`src/rbd_pkg.sv`:
```
// rbd_pkg: shared types and constants for the ring buffer deque
`default_nettype none
package rbd_pkg;

    // default sizes
    localparam int RING_SLOTS_DEF   = 16;
    localparam int ELEMENT_BITS_DEF = 32;

    // fixed field widths and the capacity reset value
    localparam int CFG_W    = 4;
    localparam int VALUE_W  = 32;
    localparam int CFG_RESET = 15;

    // request codes
    typedef enum logic [1:0] {
        ACT_PUSH_FRONT = 2'd0,
        ACT_POP_FRONT  = 2'd1,
        ACT_PUSH_BACK  = 2'd2,
        ACT_POP_BACK   = 2'd3
    } action_t;

    // result codes
    typedef enum logic [1:0] {
        ST_DONE  = 2'd0,
        ST_FULL  = 2'd1,
        ST_EMPTY = 2'd2
    } status_t;

    // outcome of one request, carried with it down the pipeline
    typedef struct packed {
        logic    pop_ok;
        status_t status;
    } op_info_t;

endpackage
`default_nettype wire

```
`src/ring_buffer_deque_core.sv`:
```
// ring_buffer_deque_core: top level of the double-ended queue over a ring ram
//
//  channel | signals                                   | accepted when
//  --------+-------------------------------------------+----------------------------
//  in      | in_valid, in_stall, action, push_value    | in_valid && !in_stall
//  out     | out_valid, out_stall, status, popped_value| out_valid && !out_stall
//  cfg     | cfg_write_en, cfg_write_data              | cfg_write_en
//
// one request per cycle while in_stall is low; a taken request passes through the
// registered ram read and then the output register before its result appears.
// a push writes the ram in the cycle it is taken, so a pop in the next cycle sees it.
// reset empties the deque and sets capacity to 15 (capped by the ring size);
// ram contents are not cleared.
// out_stall backs up through the read stage to in_stall in the same cycle.
`default_nettype none
module ring_buffer_deque_core #(
    parameter int RING_SLOTS   = rbd_pkg::RING_SLOTS_DEF,
    parameter int ELEMENT_BITS = rbd_pkg::ELEMENT_BITS_DEF
) (
    input  wire logic                             clk,
    input  wire logic                             rst_n,
    input  wire logic                             in_valid,
    output logic                                  in_stall,
    input  wire logic [1:0]                       action,
    input  wire logic signed [rbd_pkg::VALUE_W-1:0] push_value,
    output logic                                  out_valid,
    input  wire logic                             out_stall,
    output logic [1:0]                            status,
    output logic signed [rbd_pkg::VALUE_W-1:0]    popped_value,
    input  wire logic                             cfg_write_en,
    input  wire logic [rbd_pkg::CFG_W-1:0]        cfg_write_data
);

    localparam int IDX_W = $clog2(RING_SLOTS);

    logic                    accept;
    logic                    advance;
    rbd_pkg::op_info_t       op;
    logic                    wr_en, rd_en;
    logic [IDX_W-1:0]        wr_addr, rd_addr;
    logic [ELEMENT_BITS-1:0] wr_data, rd_data;
    logic signed [63:0]      push_wide, pop_wide;

    logic                    s1_valid_reg, s1_valid_next;
    rbd_pkg::op_info_t       s1_op_reg;
    logic                    out_valid_reg, out_valid_next;
    rbd_pkg::status_t        out_status_reg;
    logic [rbd_pkg::VALUE_W-1:0] out_value_reg, out_value_next;

    // handshake
    assign advance  = !out_valid_reg || !out_stall;
    assign in_stall = s1_valid_reg && !advance;
    assign accept   = in_valid && !in_stall;

    // element width conversion in and out of the ram
    always_comb
    begin
        push_wide = 64'(push_value);
        wr_data   = push_wide[ELEMENT_BITS-1:0];
        pop_wide  = 64'($signed(rd_data));
    end

    rbd_ctrl #(
        .RING_SLOTS (RING_SLOTS)
    ) u_ctrl (
        .clk            (clk),
        .rst_n          (rst_n),
        .accept         (accept),
        .action         (action),
        .cfg_write_en   (cfg_write_en),
        .cfg_write_data (cfg_write_data),
        .op             (op),
        .wr_en          (wr_en),
        .wr_addr        (wr_addr),
        .rd_en          (rd_en),
        .rd_addr        (rd_addr)
    );

    rbd_ram #(
        .WIDTH (ELEMENT_BITS),
        .DEPTH (RING_SLOTS)
    ) u_ram (
        .clk     (clk),
        .wr_en   (wr_en),
        .wr_addr (wr_addr),
        .wr_data (wr_data),
        .rd_en   (rd_en),
        .rd_addr (rd_addr),
        .rd_data (rd_data)
    );

    // read stage and output register occupancy
    always_comb
    begin
        if (accept)
        begin
            s1_valid_next = 1'b1;
        end
        else if (advance)
        begin
            s1_valid_next = 1'b0;
        end
        else
        begin
            s1_valid_next = s1_valid_reg;
        end
        out_valid_next = advance ? s1_valid_reg : out_valid_reg;
        out_value_next = s1_op_reg.pop_ok ? pop_wide[rbd_pkg::VALUE_W-1:0] : '0;
    end

    always_ff @(posedge clk or negedge rst_n)
    begin
        if (!rst_n)
        begin
            s1_valid_reg  <= 1'b0;
            out_valid_reg <= 1'b0;
        end
        else
        begin
            s1_valid_reg  <= s1_valid_next;
            out_valid_reg <= out_valid_next;
        end
    end

    // request payload through the read stage into the output register
    always_ff @(posedge clk)
    begin
        if (accept)
        begin
            s1_op_reg <= op;
        end
        if (advance && s1_valid_reg)
        begin
            out_status_reg <= s1_op_reg.status;
            out_value_reg  <= out_value_next;
        end
    end

    assign out_valid    = out_valid_reg;
    assign status       = out_status_reg;
    assign popped_value = out_value_reg;

    // checks
    a_stall_only_when_stage_full: assert property (@(posedge clk) disable iff (!rst_n)
        in_stall |-> s1_valid_reg)
        else $error("input stalled with empty read stage");

    a_accept_fills_stage: assert property (@(posedge clk) disable iff (!rst_n)
        accept |=> s1_valid_reg)
        else $error("accepted request lost before read stage");

    a_refused_gives_zero: assert property (@(posedge clk) disable iff (!rst_n)
        (out_valid_reg && out_status_reg != rbd_pkg::ST_DONE) |-> (out_value_reg == '0))
        else $error("refused request returned a nonzero value");

    a_stalled_result_held: assert property (@(posedge clk) disable iff (!rst_n)
        (out_valid_reg && out_stall) |=> (out_valid_reg && $stable(out_value_reg)))
        else $error("stalled result changed");

endmodule
`default_nettype wire

```
`src/rbd_ram.sv`:
```
// rbd_ram: generic single write port, single read port ram with registered read
`default_nettype none
module rbd_ram #(
    parameter int WIDTH = 32,
    parameter int DEPTH = 16
) (
    input  wire logic                     clk,
    input  wire logic                     wr_en,
    input  wire logic [$clog2(DEPTH)-1:0] wr_addr,
    input  wire logic [WIDTH-1:0]         wr_data,
    input  wire logic                     rd_en,
    input  wire logic [$clog2(DEPTH)-1:0] rd_addr,
    output logic      [WIDTH-1:0]         rd_data
);

    logic [WIDTH-1:0] mem [DEPTH];

    // write port
    always_ff @(posedge clk)
    begin
        if (wr_en)
        begin
            mem[wr_addr] <= wr_data;
        end
    end

    // registered read, holds when not enabled
    always_ff @(posedge clk)
    begin
        if (rd_en)
        begin
            rd_data <= mem[rd_addr];
        end
    end

endmodule
`default_nettype wire

```
`src/rbd_ctrl.sv`:
```
// rbd_ctrl: head, tail and ring size registers, full/empty decision and ram addressing
`default_nettype none
module rbd_ctrl #(
    parameter int RING_SLOTS = rbd_pkg::RING_SLOTS_DEF
) (
    input  wire logic                          clk,
    input  wire logic                          rst_n,
    input  wire logic                          accept,
    input  wire logic [1:0]                    action,
    input  wire logic                          cfg_write_en,
    input  wire logic [rbd_pkg::CFG_W-1:0]     cfg_write_data,
    output rbd_pkg::op_info_t                  op,
    output logic                               wr_en,
    output logic [$clog2(RING_SLOTS)-1:0]      wr_addr,
    output logic                               rd_en,
    output logic [$clog2(RING_SLOTS)-1:0]      rd_addr
);

    localparam int IDX_W      = $clog2(RING_SLOTS);
    localparam int MAX_LAST   = RING_SLOTS - 1;
    localparam int RESET_LAST = (rbd_pkg::CFG_RESET > MAX_LAST) ? MAX_LAST
                                                                : rbd_pkg::CFG_RESET;

    logic [IDX_W-1:0] head_reg, head_next;
    logic [IDX_W-1:0] tail_reg, tail_next;
    logic [IDX_W-1:0] last_reg, last_next;

    logic [IDX_W-1:0] head_up, head_down, tail_up, tail_down;
    rbd_pkg::action_t act;

    assign act = rbd_pkg::action_t'(action);

    // ring neighbors of head and tail, wrapping at the last slot
    always_comb
    begin
        head_up   = (head_reg == last_reg) ? '0 : IDX_W'(head_reg + 1'b1);
        tail_up   = (tail_reg == last_reg) ? '0 : IDX_W'(tail_reg + 1'b1);
        head_down = (head_reg == '0) ? last_reg : IDX_W'(head_reg - 1'b1);
        tail_down = (tail_reg == '0) ? last_reg : IDX_W'(tail_reg - 1'b1);
    end

    // request decode: status, pointer moves and ram access
    always_comb
    begin
        op.pop_ok = 1'b0;
        op.status = rbd_pkg::ST_DONE;
        head_next = head_reg;
        tail_next = tail_reg;
        wr_en     = 1'b0;
        wr_addr   = tail_reg;
        rd_en     = 1'b0;
        rd_addr   = head_reg;
        unique case (act)
            rbd_pkg::ACT_PUSH_FRONT:
            begin
                wr_addr = head_down;
                if (head_down == tail_reg)
                begin
                    op.status = rbd_pkg::ST_FULL;
                end
                else
                begin
                    wr_en     = accept;
                    head_next = head_down;
                end
            end
            rbd_pkg::ACT_POP_FRONT:
            begin
                rd_addr = head_reg;
                if (head_reg == tail_reg)
                begin
                    op.status = rbd_pkg::ST_EMPTY;
                end
                else
                begin
                    op.pop_ok = 1'b1;
                    rd_en     = accept;
                    head_next = head_up;
                end
            end
            rbd_pkg::ACT_PUSH_BACK:
            begin
                wr_addr = tail_reg;
                if (tail_up == head_reg)
                begin
                    op.status = rbd_pkg::ST_FULL;
                end
                else
                begin
                    wr_en     = accept;
                    tail_next = tail_up;
                end
            end
            rbd_pkg::ACT_POP_BACK:
            begin
                rd_addr = tail_down;
                if (head_reg == tail_reg)
                begin
                    op.status = rbd_pkg::ST_EMPTY;
                end
                else
                begin
                    op.pop_ok = 1'b1;
                    rd_en     = accept;
                    tail_next = tail_down;
                end
            end
            default:
            begin
                op.status = rbd_pkg::ST_DONE;
            end
        endcase
    end

    // capacity register holds the last slot index, capped by the ring
    always_comb
    begin
        if (32'(cfg_write_data) > 32'(MAX_LAST))
        begin
            last_next = IDX_W'(MAX_LAST);
        end
        else
        begin
            last_next = IDX_W'(cfg_write_data);
        end
    end

    // pointer update; a capacity write empties the deque
    always_ff @(posedge clk or negedge rst_n)
    begin
        if (!rst_n)
        begin
            head_reg <= '0;
            tail_reg <= '0;
            last_reg <= IDX_W'(RESET_LAST);
        end
        else if (cfg_write_en)
        begin
            head_reg <= '0;
            tail_reg <= '0;
            last_reg <= last_next;
        end
        else if (accept)
        begin
            head_reg <= head_next;
            tail_reg <= tail_next;
        end
    end

endmodule
`default_nettype wire

```
`config.mk`:
```
export PLATFORM = sky130hd
export DESIGN_NAME = ring_buffer_deque_core
export DESIGN_NICKNAME = d
export VERILOG_FILES = /design/src/rbd_pkg.sv /design/src/ring_buffer_deque_core.sv /design/src/rbd_ram.sv /design/src/rbd_ctrl.sv
export SDC_FILE = /design/constraint.sdc
export NUM_CORES = 1
export LEC_CHECK = 0
export ABC_AREA = 1
export BUFFER_PORTS_ARGS = -buffer_cell sky130_fd_sc_hd__buf_2
export CAP_MARGIN = 20
export CORE_UTILIZATION = 50
export DETAILED_ROUTE_END_ITERATION = 8
export PLACE_DENSITY = 0.66
export REMOVE_ABC_BUFFERS = 1
export SYNTH_ARGS = -nofsm -noshare
export SYNTH_HDL_FRONTEND = slang
export SYNTH_HIERARCHICAL = 1
export SYNTH_SLANG_ARGS = --single-unit
```
`constraint.sdc`:
```
create_clock -name clk -period 4.3 [get_ports clk]
set_input_delay 0.86 -clock clk [delete_from_list [all_inputs] [get_ports clk]]
set_output_delay 0.86 -clock clk [all_outputs]
set_load 0.05 [all_outputs]
```
==> flow_summary.toml <==
[global_routing]
grt_remaining_overflow = 0
grt_use_total = 0.230
grt.met3_usage = 0.0301
met2_usage = 0.378
busiest_layer = "met2"
grt_pass1_vias = 16100
grt_pass1_wl_um = 92600
antenna_found_initial = 2
grt_max_degree = 158
met1_usage = 0.318

[die]
dieArea_sq_mm = 0.0529
rows = 83
ioPinCount = 79
die_h_um = 230
die_w_um = 230
core_area_sq_mm = 0.0513
initial_core_util = 0.506

[power]
power_density_mw_per_mm2 = 602
p_total_mw = 17.4
power.leakage_nw = 12.4
ir_drop_uv = 528

[logic_synthesis]
yosysSeqAreaShare = 0.685
synth_top_area_frac = 0.672
yosys_register_bits = 595
yosys_warnings = 6
yosysTopAreaCell = "edfxtp_1"
syn-cell-area_sq_mm = 0.0260
yosys.cell_types.count = 34
synthTopCellsByArea = "edfxtp_1 67%, nand2_1 11%, nand3_1 7.7%, inv_1 6.4%, buf_6 1.6%"
synth_area_per_cell_sq_um = 10.6
synthCells = 2459

[drt]
drc = 0
wirelength_um = 59800
routedWlPerCell_um = 18.4
drt-initial-drc-count = 1526
via_count = 16700
detail-route-antenna-nets = 0
vias_per_cell = 5.15
firstDrtPassIters = 7

[cts]
cts-htree-levels = 2
clk_pin_slew_worst_paths_ns = 0.06
cts-resized-gates = 0
clock_latency_ns = 0.62
clkSinkCount = 595
clock-root-buffer = "clkbuf_16"
postCtsHoldBufs = 0
cts_setup_buffers = 0
clk_path_buf_depth = 3
cts_tree = "yes"
numCtsBuffers = 57

[place]
gp_congestion = 0.829
dp.cells = 3144
portBuffers = 78
dpl_cell_area_sq_mm = 0.0271
dpl.hpwl_um = 33100

[cells_and_area]
layout_common_cells = "777 x nand2_1, 581 x edfxtp_1, 441 x inv_1"
finish.instance_area_sq_mm = 0.0290
nets = 2570
layout-drive-gt1-share = 0.101
final_cells = 3252
largest_register_ffs = 512
syn2layout_area_growth_pct = 11.5
fillers = 4290
antenna_cells = 0
final_common_cell = "nand2_1"
regMostFlops = "u_ram/mem"

[setup_path]
crit_chain = "inv_1, ha_1, inv_1, nor2_2, nand2_2, o21ai_1, xor2_1, nor2_2, nand2_1, a22oi_1, nor2_1, nand3b_1, nor2_4, buf_12"
cp_num_buf_inv = 3
crit_family = "simple AND/OR/NAND/NOR gates"
startpoint_type = "flop"
cp-end-kind = "flop"
critPathSlowestCell = "nor2_4"
arrival_ns = 3.81
cpPeakStageDelay_ns = 0.50
crit_type = "flop to flop"
worstPathRequired_ns = 4.60
cp_max_fo = 22

[timing]
fin_crit_ns = 3.51
max_freq_mhz = 285
slew_headroom = 0.322
worst_pin_slew_ns = 1.01
setup_viol = 0
clock_skew_ns = 0.0186
maxSlewViolCount = 0
fin_crit_sh = 0.816
rsz0062_at_grt = "false"
finalHoldViolCount = 0

[min_path]
hp-class = "input port to asynchronous set/reset pin"

[run]
drv_cap = 0

[outcome]
status = "completed"
synthesized netlist by cell type (all sizes together):
| cell | n |
|---|---|
| ha | 4 |
| nand2 | 785 |
| nor2 | 35 |
| nand3 | 407 |
| xnor2 | 5 |
| o22ai | 1 |
| edfxtp | 581 |
| dfstp | 4 |
| a21oi | 15 |
| inv | 451 |
| nand3b | 2 |
| o211ai | 1 |
| buf | 101 |
| nand4 | 7 |
| o21ai | 21 |
| dfrtp | 10 |
| a22oi | 1 |
| a211oi | 3 |
| xor2 | 8 |
| clkbuf | 17 |
where the power goes:
part           switching, mW  leakage, nW  internal (mW)
Combinational           3.87         6.06           1.59
Sequential             0.195         5.44           6.87
Clock                   2.11        0.892           2.80
Total                   6.18         12.4           11.3
worst register-to-register path, stage by stage, from the launching register on:
cell and delay [ns]:
dfrtp_1 0.47, inv_1 0.20, ha_1 0.22, inv_1 0.06, nor2_2 0.13, nand2_2 0.10
o21ai_1 0.26, xor2_1 0.20, nor2_2 0.07, nand2_1 0.07, a22oi_1 0.07, nor2_1 0.23
nand3b_1 0.37, nor2_4 0.50, buf_12 0.26
logic make-up after synthesis:
group / after synthesis / share of synthesized area
flops: 595 / 0.685
fa+ha+maj: 4 / 0.00193
compound gates: 42 / 0.00901
simple gates: 1236 / 0.202
buf+inv: 569 / 0.0970
xor+xnor: 13 / 0.00438
metal layers:
metal  up-vias  share of wire
met5         -        0.00035
met4         4          0.025
met3        89          0.062
met2       549           0.48
met1      8002           0.43
li1       8088              -
area by class of cell:
cell class	instances	area, sq um	share of cell area
Clock inverter	35	278	0.00959
Inverter	451	1710	0.0591
Timing Repair Buffer	123	916	0.0316
Clock buffer	73	1560	0.0538
Multi-Input combinational cell	1295	5840	0.202
Tap cell	680	851	0.0294
Sequential cell	595	17800	0.615
per-stage QoR:
step	worst slack [ns]	setup TNS (ns)	util	hold slack (ns)
6_report	0.791	0	0.564	0.161
3_5_place_dp	0.771	0	0.529	0.458
3_3_place_gp	0.829	0	0.529	0.485
2_1_floorplan	-17.96	-574.65	-	0.400
5_1_grt	0.512	0	0.564	0.169
4_1_cts	0.769	0	0.564	0.144
worst paths after layout:
check | cells past startpoint | endpoint | slack [ns] | startpoint
max in group asynchronous | 1 | u_ctrl/last_reg[0] | 3.82 | rst_n
min reg2reg | 2 | popped_value[27] | 0.49 | u_ram/rd_data[27]
max | 14 | u_ram/mem[6][29] | 0.79 | u_ctrl/head_reg[1]
max reg2reg | 14 | u_ram/mem[6][29] | 0.79 | u_ctrl/head_reg[1]
min in group clk | 3 | s1_valid_reg | 0.46 | in_valid
min | 1 | u_ctrl/head_reg[3] | 0.16 | rst_n
Power figures use the tool's default switching activity.
